## config.mk

```make
export PLATFORM = sky130hd
export DESIGN_NAME = sketch_hit_indel_substitution_check_unit
export DESIGN_NICKNAME = d
export VERILOG_FILES = /design/src/rtl/shisc_pkg.sv /design/src/rtl/sketch_hit_indel_substitution_check_unit.sv /design/src/rtl/shisc_in_stage.sv /design/src/rtl/shisc_seg_track.sv
export SDC_FILE = /design/constraint.sdc
export NUM_CORES = 2
export LEC_CHECK = 0
export ABC_AREA = 1
export BUFFER_PORTS_ARGS = -buffer_cell sky130_fd_sc_hd__buf_4
export CAP_MARGIN = 10
export CORE_ASPECT_RATIO = 1.25
export CORE_MARGIN = 2
export CORE_UTILIZATION = 26
export DETAILED_ROUTE_END_ITERATION = 16
export GPL_TIMING_DRIVEN = 0
export HOLD_SLACK_MARGIN = 0.06
export PLACE_DENSITY = 0.5
export SYNTH_ARGS = -nofsm -noshare
export SYNTH_HDL_FRONTEND = slang
export SYNTH_SLANG_ARGS = --single-unit
```

## constraint.sdc

```tcl
create_clock -name clk -period 6.95 [get_ports clk]
set_clock_uncertainty 0.05 [all_clocks]
set_input_delay 0.3475 -clock clk [delete_from_list [all_inputs] [get_ports clk]]
set_output_delay 0.3475 -clock clk [all_outputs]
set_load 0.01 [all_outputs]
```

## src/rtl/shisc_pkg.sv

```systemverilog
// Package for the sketch hit indel/substitution check unit.
// Holds the beat and result types, reason codes, register indexes and helpers.
// No dependencies.
package shisc_pkg;

  localparam int OffsetWidth = 17;
  localparam int CountWidth  = 16;
  localparam int LengthWidth = 16;
  localparam int RateWidth   = 16;
  localparam int KmerWidth   = 7;
  localparam int ProdWidth   = LengthWidth + RateWidth;
  localparam int CfgIdxWidth = 2;
  localparam int CfgDataWidth = 16;

  localparam logic [KmerWidth-1:0] KmerReset = 7'd16;

  typedef enum logic [CfgIdxWidth-1:0] {
    CFG_KMER_LENGTH       = 2'd0,
    CFG_INDEL_RATE        = 2'd1,
    CFG_SUBSTITUTION_RATE = 2'd2
  } cfg_idx_t;

  typedef enum logic [1:0] {
    REASON_PASS    = 2'd0,
    REASON_NO_ZERO = 2'd1,
    REASON_INDELS  = 2'd2,
    REASON_SUBS    = 2'd3
  } reason_t;

  // Registered element beat; Q16.16 limit products are formed before the register.
  typedef struct packed {
    logic                          segment;
    logic                          matched;
    logic signed [OffsetWidth-1:0] offset;
    logic                          last_seg;
    logic                          last_cand;
    logic [ProdWidth-1:0]          indel_prod;
    logic [ProdWidth-1:0]          sub_prod;
  } item_t;

  typedef struct packed {
    logic    pass;
    reason_t reason;
    logic    failed_segment;
  } result_t;

  function automatic logic [CountWidth-1:0] sat_inc(input logic [CountWidth-1:0] v);
    sat_inc = (v == {CountWidth{1'b1}}) ? v : v + CountWidth'(1);
  endfunction

  // ceil(prod / 65536)
  function automatic logic [ProdWidth-RateWidth:0] ceil_q16(input logic [ProdWidth-1:0] p);
    logic [ProdWidth:0] sum;
    sum = {1'b0, p} + (ProdWidth+1)'({RateWidth{1'b1}});
    ceil_q16 = sum[ProdWidth:RateWidth];
  endfunction

endpackage

```

## src/rtl/sketch_hit_indel_substitution_check_unit.sv

```systemverilog
// Top level of the sketch hit indel/substitution check unit.
// Depends on shisc_pkg, shisc_in_stage and shisc_seg_track.
//
// Usage:
//   Sketch elements of one candidate arrive on the in_ channel, one beat per
//   element, segment by segment; last_in_segment closes a segment and
//   last_in_candidate closes segment and candidate. A beat moves when valid is
//   high and stall is low. One verdict beat (pass, reason, failed_segment)
//   leaves on the out_ channel for each last_in_candidate beat; other beats
//   give no result.
//   The verdict of a closing beat in the input register is registered on out_.
//   Throughput: one element per cycle while in_stall is low, set by the input
//   register before the single state-update stage; limit multiplies precede it.
//   When out_stall holds a verdict and a further closing beat is waiting in
//   the input register, in_stall rises until the verdict is taken; beats that
//   give no result keep flowing regardless.
//   User writes registers via cfg_ (always ready) only when idle; unchecked.
//   Reset clears all tracking state and loads kmer_length 16, both rates 0.
module sketch_hit_indel_substitution_check_unit #(
  parameter int POSITION_BITS = 16
) (
  input  logic                                     clk,
  input  logic                                     rst_n,
  input  logic                                     in_valid,
  output logic                                     in_stall,
  input  logic                                     in_segment,
  input  logic                                     in_matched,
  input  logic signed [shisc_pkg::OffsetWidth-1:0] in_offset,
  input  logic [POSITION_BITS-1:0]                 in_position,
  input  logic [shisc_pkg::LengthWidth-1:0]        in_seg_length,
  input  logic                                     in_last_in_segment,
  input  logic                                     in_last_in_candidate,
  output logic                                     out_valid,
  input  logic                                     out_stall,
  output logic                                     out_pass,
  output logic [1:0]                               out_reason,
  output logic                                     out_failed_segment,
  input  logic                                     cfg_valid,
  output logic                                     cfg_ready,
  input  logic [shisc_pkg::CfgIdxWidth-1:0]        cfg_index,
  input  logic [shisc_pkg::CfgDataWidth-1:0]       cfg_data
);

  logic [shisc_pkg::KmerWidth-1:0]  kmer_r;
  logic [shisc_pkg::RateWidth-1:0]  indel_rate_r;
  logic [shisc_pkg::RateWidth-1:0]  sub_rate_r;

  logic                             s1_valid;
  shisc_pkg::item_t                 s1_item;
  logic [POSITION_BITS-1:0]         s1_position;
  logic                             s1_advance;
  logic                             in_take;
  shisc_pkg::result_t               s1_result;

  logic                             out_valid_r, out_valid_nxt;
  shisc_pkg::result_t               out_res_r;

  assign cfg_ready  = 1'b1;
  assign s1_advance = s1_valid && (!s1_item.last_cand || !out_valid_r || !out_stall);
  assign in_stall   = s1_valid && !s1_advance;
  assign in_take    = in_valid && !in_stall;

  always_ff @(posedge clk) begin
    if (!rst_n) begin
      kmer_r       <= shisc_pkg::KmerReset;
      indel_rate_r <= '0;
      sub_rate_r   <= '0;
    end else if (cfg_valid && cfg_ready) begin
      unique case (cfg_index)
        shisc_pkg::CFG_KMER_LENGTH:       kmer_r       <= cfg_data[shisc_pkg::KmerWidth-1:0];
        shisc_pkg::CFG_INDEL_RATE:        indel_rate_r <= cfg_data;
        shisc_pkg::CFG_SUBSTITUTION_RATE: sub_rate_r   <= cfg_data;
        default: ;
      endcase
    end
  end

  shisc_in_stage #(
    .POSITION_BITS(POSITION_BITS)
  ) u_in_stage (
    .clk                  (clk),
    .rst_n                (rst_n),
    .take                 (in_take),
    .drain                (s1_advance),
    .in_segment           (in_segment),
    .in_matched           (in_matched),
    .in_offset            (in_offset),
    .in_position          (in_position),
    .in_seg_length        (in_seg_length),
    .in_last_in_segment   (in_last_in_segment),
    .in_last_in_candidate (in_last_in_candidate),
    .indel_rate           (indel_rate_r),
    .substitution_rate    (sub_rate_r),
    .valid                (s1_valid),
    .item                 (s1_item),
    .position             (s1_position)
  );

  shisc_seg_track #(
    .POSITION_BITS(POSITION_BITS)
  ) u_seg_track (
    .clk         (clk),
    .rst_n       (rst_n),
    .advance     (s1_advance),
    .item        (s1_item),
    .position    (s1_position),
    .kmer_length (kmer_r),
    .result      (s1_result)
  );

  always_comb begin
    if (s1_advance && s1_item.last_cand) begin
      out_valid_nxt = 1'b1;
    end else if (out_valid_r && !out_stall) begin
      out_valid_nxt = 1'b0;
    end else begin
      out_valid_nxt = out_valid_r;
    end
  end

  always_ff @(posedge clk) begin
    if (!rst_n) begin
      out_valid_r <= 1'b0;
    end else begin
      out_valid_r <= out_valid_nxt;
    end
  end

  always_ff @(posedge clk) begin
    if (s1_advance && s1_item.last_cand) begin
      out_res_r <= s1_result;
    end
  end

  assign out_valid          = out_valid_r;
  assign out_pass           = out_res_r.pass;
  assign out_reason         = out_res_r.reason;
  assign out_failed_segment = out_res_r.failed_segment;

  // stall only when a closing beat is blocked by a held verdict
  a_stall_cause: assert property (@(posedge clk) disable iff (!rst_n)
    in_stall |-> (s1_valid && s1_item.last_cand && out_valid_r && out_stall))
    else $error("input stalled without a held verdict");

  a_verdict_loaded: assert property (@(posedge clk) disable iff (!rst_n)
    (s1_advance && s1_item.last_cand) |=> out_valid_r)
    else $error("closing beat gave no verdict");

  a_pass_clean: assert property (@(posedge clk) disable iff (!rst_n)
    (out_valid_r && out_pass) |->
      (out_reason == shisc_pkg::REASON_PASS && !out_failed_segment))
    else $error("pass verdict carries a reason or segment");

  a_fail_reason: assert property (@(posedge clk) disable iff (!rst_n)
    (out_valid_r && !out_pass) |-> (out_reason != shisc_pkg::REASON_PASS))
    else $error("fail verdict without reason");

endmodule

```

## src/rtl/shisc_in_stage.sv

```systemverilog
// Input register of the check unit: captures one element beat and the
// two Q16.16 limit products of its segment length. Depends on shisc_pkg.
module shisc_in_stage #(
  parameter int POSITION_BITS = 16
) (
  input  logic                                  clk,
  input  logic                                  rst_n,
  input  logic                                  take,
  input  logic                                  drain,
  input  logic                                  in_segment,
  input  logic                                  in_matched,
  input  logic signed [shisc_pkg::OffsetWidth-1:0] in_offset,
  input  logic [POSITION_BITS-1:0]              in_position,
  input  logic [shisc_pkg::LengthWidth-1:0]     in_seg_length,
  input  logic                                  in_last_in_segment,
  input  logic                                  in_last_in_candidate,
  input  logic [shisc_pkg::RateWidth-1:0]       indel_rate,
  input  logic [shisc_pkg::RateWidth-1:0]       substitution_rate,
  output logic                                  valid,
  output shisc_pkg::item_t                      item,
  output logic [POSITION_BITS-1:0]              position
);

  logic                                  valid_r;
  logic                                  valid_nxt;
  shisc_pkg::item_t                      item_r;
  shisc_pkg::item_t                      item_nxt;
  logic [POSITION_BITS-1:0]              position_r;
  logic [shisc_pkg::LengthWidth-1:0]     len_m1;

  always_comb begin
    len_m1 = (in_seg_length == '0) ? '0 : in_seg_length - shisc_pkg::LengthWidth'(1);
    item_nxt.segment    = in_segment;
    item_nxt.matched    = in_matched;
    item_nxt.offset     = in_offset;
    item_nxt.last_seg   = in_last_in_segment;
    item_nxt.last_cand  = in_last_in_candidate;
    item_nxt.indel_prod = shisc_pkg::ProdWidth'(len_m1) * shisc_pkg::ProdWidth'(indel_rate);
    item_nxt.sub_prod   = shisc_pkg::ProdWidth'(in_seg_length) *
                          shisc_pkg::ProdWidth'(substitution_rate);
    if (take) begin
      valid_nxt = 1'b1;
    end else if (drain) begin
      valid_nxt = 1'b0;
    end else begin
      valid_nxt = valid_r;
    end
  end

  always_ff @(posedge clk) begin
    if (!rst_n) begin
      valid_r <= 1'b0;
    end else begin
      valid_r <= valid_nxt;
    end
  end

  always_ff @(posedge clk) begin
    if (take) begin
      item_r     <= item_nxt;
      position_r <= in_position;
    end
  end

  assign valid    = valid_r;
  assign item     = item_r;
  assign position = position_r;

endmodule

```

## src/rtl/shisc_seg_track.sv

```systemverilog
// Per-segment tracking (offset changes, zero offsets, mismatch intervals)
// and per-candidate verdict state. Depends on shisc_pkg.
module shisc_seg_track #(
  parameter int POSITION_BITS = 16
) (
  input  logic                              clk,
  input  logic                              rst_n,
  input  logic                              advance,
  input  shisc_pkg::item_t                  item,
  input  logic [POSITION_BITS-1:0]          position,
  input  logic [shisc_pkg::KmerWidth-1:0]   kmer_length,
  output shisc_pkg::result_t                result
);

  localparam int CW = shisc_pkg::CountWidth;
  localparam int EW = POSITION_BITS + 1;

  logic                              seen_r, seen_nxt;
  logic signed [shisc_pkg::OffsetWidth-1:0] prev_off_r, prev_off_nxt;
  logic [CW-1:0]                     later_r, later_nxt;
  logic [CW-1:0]                     zero_r, zero_nxt;
  logic [CW-1:0]                     chg_r, chg_nxt;
  logic [CW-1:0]                     ivl_cnt_r, ivl_cnt_nxt;
  logic                              have_ivl_r, have_ivl_nxt;
  logic [POSITION_BITS-1:0]          ivl_start_r, ivl_start_nxt;
  logic [EW-1:0]                     ivl_end_r, ivl_end_nxt;
  shisc_pkg::reason_t                indel_verdict_r, indel_verdict_nxt;
  logic                              indel_seg_r, indel_seg_nxt;
  logic                              sub_failed_r, sub_failed_nxt;
  logic                              sub_seg_r, sub_seg_nxt;

  logic [shisc_pkg::KmerWidth-1:0]   k_eff;
  logic [EW-1:0]                     pos_ext;
  logic [EW-1:0]                     start_plus_k;
  logic                              open_ivl;
  logic [shisc_pkg::ProdWidth-shisc_pkg::RateWidth:0] indel_lim;
  logic [shisc_pkg::ProdWidth-shisc_pkg::RateWidth:0] sub_lim;

  always_comb begin
    k_eff        = (kmer_length == '0) ? shisc_pkg::KmerWidth'(1) : kmer_length;
    pos_ext      = {1'b0, position};
    start_plus_k = {1'b0, ivl_start_r} + EW'(k_eff);
    open_ivl     = !have_ivl_r || (pos_ext > ivl_end_r) || (pos_ext >= start_plus_k);
    indel_lim    = shisc_pkg::ceil_q16(item.indel_prod);
    sub_lim      = shisc_pkg::ceil_q16(item.sub_prod);

    seen_nxt          = seen_r;
    prev_off_nxt      = prev_off_r;
    later_nxt         = later_r;
    zero_nxt          = zero_r;
    chg_nxt           = chg_r;
    ivl_cnt_nxt       = ivl_cnt_r;
    have_ivl_nxt      = have_ivl_r;
    ivl_start_nxt     = ivl_start_r;
    ivl_end_nxt       = ivl_end_r;
    indel_verdict_nxt = indel_verdict_r;
    indel_seg_nxt     = indel_seg_r;
    sub_failed_nxt    = sub_failed_r;
    sub_seg_nxt       = sub_seg_r;

    if (item.matched) begin
      if (!seen_r) begin
        seen_nxt     = 1'b1;
        prev_off_nxt = item.offset;
        zero_nxt     = (item.offset == '0) ? CW'(1) : '0;
      end else begin
        later_nxt = shisc_pkg::sat_inc(later_r);
        if (item.offset != prev_off_r) begin
          chg_nxt = shisc_pkg::sat_inc(chg_r);
        end
        if (item.offset == '0) begin
          zero_nxt = shisc_pkg::sat_inc(zero_r);
        end
        prev_off_nxt = item.offset;
      end
    end else if (open_ivl) begin
      ivl_cnt_nxt   = shisc_pkg::sat_inc(ivl_cnt_r);
      have_ivl_nxt  = 1'b1;
      ivl_start_nxt = position;
      ivl_end_nxt   = pos_ext + EW'(k_eff) - EW'(1);
    end else begin
      ivl_end_nxt = pos_ext;
    end

    if (item.last_seg || item.last_cand) begin
      if (indel_verdict_r == shisc_pkg::REASON_PASS && later_nxt != '0) begin
        if (zero_nxt == '0) begin
          indel_verdict_nxt = shisc_pkg::REASON_NO_ZERO;
          indel_seg_nxt     = item.segment;
        end else if ({1'b0, chg_nxt} > indel_lim) begin
          indel_verdict_nxt = shisc_pkg::REASON_INDELS;
          indel_seg_nxt     = item.segment;
        end
      end
      if (!sub_failed_r && ({1'b0, ivl_cnt_nxt} > sub_lim)) begin
        sub_failed_nxt = 1'b1;
        sub_seg_nxt    = item.segment;
      end
      seen_nxt      = 1'b0;
      prev_off_nxt  = '0;
      later_nxt     = '0;
      zero_nxt      = '0;
      chg_nxt       = '0;
      ivl_cnt_nxt   = '0;
      have_ivl_nxt  = 1'b0;
      ivl_start_nxt = '0;
      ivl_end_nxt   = '0;
    end

    if (indel_verdict_nxt != shisc_pkg::REASON_PASS) begin
      result.pass           = 1'b0;
      result.reason         = indel_verdict_nxt;
      result.failed_segment = indel_seg_nxt;
    end else if (sub_failed_nxt) begin
      result.pass           = 1'b0;
      result.reason         = shisc_pkg::REASON_SUBS;
      result.failed_segment = sub_seg_nxt;
    end else begin
      result.pass           = 1'b1;
      result.reason         = shisc_pkg::REASON_PASS;
      result.failed_segment = 1'b0;
    end

    if (item.last_cand) begin
      indel_verdict_nxt = shisc_pkg::REASON_PASS;
      indel_seg_nxt     = 1'b0;
      sub_failed_nxt    = 1'b0;
      sub_seg_nxt       = 1'b0;
    end
  end

  always_ff @(posedge clk) begin
    if (!rst_n) begin
      seen_r          <= 1'b0;
      prev_off_r      <= '0;
      later_r         <= '0;
      zero_r          <= '0;
      chg_r           <= '0;
      ivl_cnt_r       <= '0;
      have_ivl_r      <= 1'b0;
      ivl_start_r     <= '0;
      ivl_end_r       <= '0;
      indel_verdict_r <= shisc_pkg::REASON_PASS;
      indel_seg_r     <= 1'b0;
      sub_failed_r    <= 1'b0;
      sub_seg_r       <= 1'b0;
    end else if (advance) begin
      seen_r          <= seen_nxt;
      prev_off_r      <= prev_off_nxt;
      later_r         <= later_nxt;
      zero_r          <= zero_nxt;
      chg_r           <= chg_nxt;
      ivl_cnt_r       <= ivl_cnt_nxt;
      have_ivl_r      <= have_ivl_nxt;
      ivl_start_r     <= ivl_start_nxt;
      ivl_end_r       <= ivl_end_nxt;
      indel_verdict_r <= indel_verdict_nxt;
      indel_seg_r     <= indel_seg_nxt;
      sub_failed_r    <= sub_failed_nxt;
      sub_seg_r       <= sub_seg_nxt;
    end
  end

endmodule

```

==> run summary <==
status = finished, final reports clean
chip height = 400.2 microns
# fillers = 13610
layout cells sized above 1 = 7.003%
TritonCTS clock tree = yes
core area = 0.1248 sq mm
register area share after synthesis = 19.59%
Site Rows = 145
Crit. Startpoint = in_seg_length[1]
placed insts = 5943
CTS buffer count = 37
Leak = 17.62 nW
Synth Warn # = 0
critical path fanouts, max = 10
Worst VDD drop = 0.0001310 V
Setup violations, final = 0
Power Density = 166.9 mW/mm^2
drt wl/cell = 15.79 microns
Post-synth top cells = 1007 x nand2_1, 873 x inv_1, 390 x fa_1
First DRT Iteration DRCs = 1320
final hold viol count = 0
reg2reg start = sub_rate_r[5]
Vias = 27300
FF+latch count, synth = 267
Pwr Total = 6.246 mW
Clock Path Buffers = 3
EDFF count, synth = 105
GRT overflow = 0
Max-Cap Viols = 0
Netlist cell types = 62
pin count of the biggest net entering global routing = 36
Critical Path AT = 6960 ps
Max stage delay cell, worst path = fa_1
clock slew at reported path FFs = 60 ps
CTS root buffer = clkbuf_16
most numerous cell in the Yosys netlist = nand2_1
Syn Area/Cell = 7.676 sq um
Hold Crit Class = in -> reg
drt via density = 4.505
Synth top area share = 23.92%
Port-buffer cells = 70
Tmin final = 6691 ps
Crit Path Category = in -> reg
Post-DP HPWL = 77950 microns
top post-synthesis cells by area = fa_1 24%, ha_1 12%, nand2_1 12%
first-pass GRT wire length = 152900 microns
HP Start = cfg_data[11]
final std cells w/o fill = 6059
Syn Nets = 5026
Starting Density = 26.15%
Final Max Tran Viols = 0
ys async rst share = 0%
Detailed Routing Iterations Pass 1 = 5
buffers and inverters on the worst path = 10
drt total wl = 95690 microns
Synth Cell Area = 0.03265 sq mm
period utilization = 96.27%
final-stage net count = 5186
max_slew headroom = 39.65%
Reg area = 0.006404 sq mm
antenna violations before repair = 3
Slowest Stage Delay on Critical Path = 540 ps
CTS Sinks = 267
leading area contributor after synthesis = fa_1
full die area = 0.1284 sq mm
H-tree levels = 2
Slew @ Worst Pin = 905.2 ps
I/O pin total = 83
Multi-input gate area = 0.02248 sq mm
CP top delay family = adder cells
Critical Path Source Type = input port
clock latency at the later pin of the worst-skew pair = 590 ps
Synth Flop Type = dfxtp_1
Post-Syn Instances = 4253
RSZ-0062 raised after global routing = true
Fmax = 149.5 MHz
Final ANT Viol Nets = 0
drt drc = 0
vias in the first global route = 28140
Layout Area Growth over Synthesis = 14.61%
GPL Wtd Cong = 0.8998
critical path endpoint category = register
die width = 320.9 microns
required time of the critical path = 7220 ps
Global Route Usage Sum = 15.07%
-- registers in the layout (all words and copies together) (netlist names) --
name	flops
u_seg_track.later_r	16
indel_rate_r	16
u_seg_track.zero_r	16
u_seg_track.indel_verdict_r	2
u_in_stage.item	85
u_seg_track.prev_off_r	17
kmer_r	7
sub_rate_r	16
u_seg_track.ivl_end_r	17
u_seg_track.indel_seg_r	1
u_seg_track.sub_seg_r	1
u_seg_track.have_ivl_r	1
out_failed_segment	1
u_in_stage.valid	1
u_seg_track.sub_failed_r	1
u_seg_track.seen_r	1
out_pass	1
out_valid	1
u_in_stage.position	16
u_seg_track.ivl_start_r	16
u_seg_track.chg_r	16
u_seg_track.ivl_cnt_r	16
out_reason	2
-- power by group --
part	internal, mW	total (mW)	leakage [nW]	switching [mW]
Clock	1.16	1.98	0.604	0.819
Combinational	0.892	2.34	14.7	1.45
Sequential	1.82	1.92	2.36	0.0993
Total	3.87	6.25	17.6	2.37
-- per-stage QoR --
stage | TNS [ps] | hold WS (ps) | setup WS [ps] | utilization (%) | cell area (sq um)
2_1_floorplan | 0 | 379.7 | 32.96 | - | 32650
3_3_place_gp | -159930 | 405.2 | -1747 | 28.20 | 35200
3_5_place_dp | -24960 | 405.8 | -1742 | 28.26 | 35270
4_1_cts | 0 | 62.46 | 1.862 | 29.76 | 37140
5_1_grt | -54.17 | 89.62 | -37.57 | 29.97 | 37410
6_report | 0 | 92.16 | 259.0 | 29.97 | 37410
-- routing by layer --
metal	part of all wire, %	routed length (microns)	vias to the layer above	global-route usage, %
li1	-	-	13450	-
met1	44	41950	13120	18.73
met2	49	47290	574	27.25
met3	3.6	3478	143	1.490
met4	3.1	2958	2	4.831
met5	0.0073	7	-	0
-- worst paths after layout --
path / cells after the start / slack [ps] / endpoint
worst max-delay path: 32 / 260 / u_in_stage.item[62]
worst min-delay path: 3 / 90 / sub_rate_r[11]
worst max register to register: 24 / 290 / u_in_stage.item[30]
worst min register to register: 2 / 420 / u_seg_track.ivl_end_r[15]
-- what timing repair did --
item	in CTS	in global routing
hold buffers	48	0
endpoints found under the hold margin	53	0
endpoints found under the setup margin	20	17
setup buffers	3	11
pin swaps	0	9
resized for setup	58	86
-- placed cells by master, fill, tap and decap left out, types with 7 or more instances in the layout --
master / synthesis / final
buf_2: 17 / 12
xor2_1: 87 / 87
xnor2_1: 53 / 53
nand4_1: 77 / 77
inv_2: 4 / 9
clkbuf_16: 0 / 38
buf_4: 9 / 95
buf_1: 19 / 13
nand3_4: 1 / 7
edfxtp_1: 105 / 105
nand3_1: 164 / 155
clkinv_1: 6 / 8
or2_2: 8 / 8
dfxtp_1: 162 / 156
fa_1: 390 / 390
ha_1: 307 / 303
nor2_1: 314 / 305
o21ai_0: 97 / 93
o211ai_1: 18 / 18
a21o_1: 11 / 11
nand2_2: 10 / 11
clkbuf_1: 118 / 82
inv_1: 873 / 863
nor3_1: 35 / 33
buf_6: 2 / 8
dlygate4sd3_1: 0 / 48
a31oi_1: 8 / 8
nand2_1: 1007 / 1005
o21bai_1: 13 / 11
clkbuf_2: 1 / 26
nor2_4: 5 / 8
a21oi_1: 257 / 253
nor2_2: 7 / 13
a211oi_1: 7 / 7
nor4_1: 8 / 8
-- cell families (layout without fill, tap and decap cells) --
kind of cell	after synthesis	in the layout	share of synthesized area, %
buffers and inverters	1049	1237	12.28
xor gates and xnor gates	140	140	3.756
and+or+nand+nor	1656	1656	21.20
other	1	2	0.01149
DFF	267	267	19.59
AOI/OAI and AO/OA	443	443	7.481
adders and majority gates	697	697	35.68
-- tightest hold or removal path: cells and delay by family --
family          cells  cell delay (ps)
buf+inv             1              100
compound gates      2              220
-- layout make-up --
cell class,count,area share (%)
antenna,1,0.006689
tap,1617,5.408
buffer,152,2.023
clock buffer,47,2.712
multi-input combinational,2937,60.09
clock inverter,20,0.5752
sequential,267,17.12
timing repair buffer,135,3.164
inverter,883,8.906
Power figures use the tool's default switching activity.
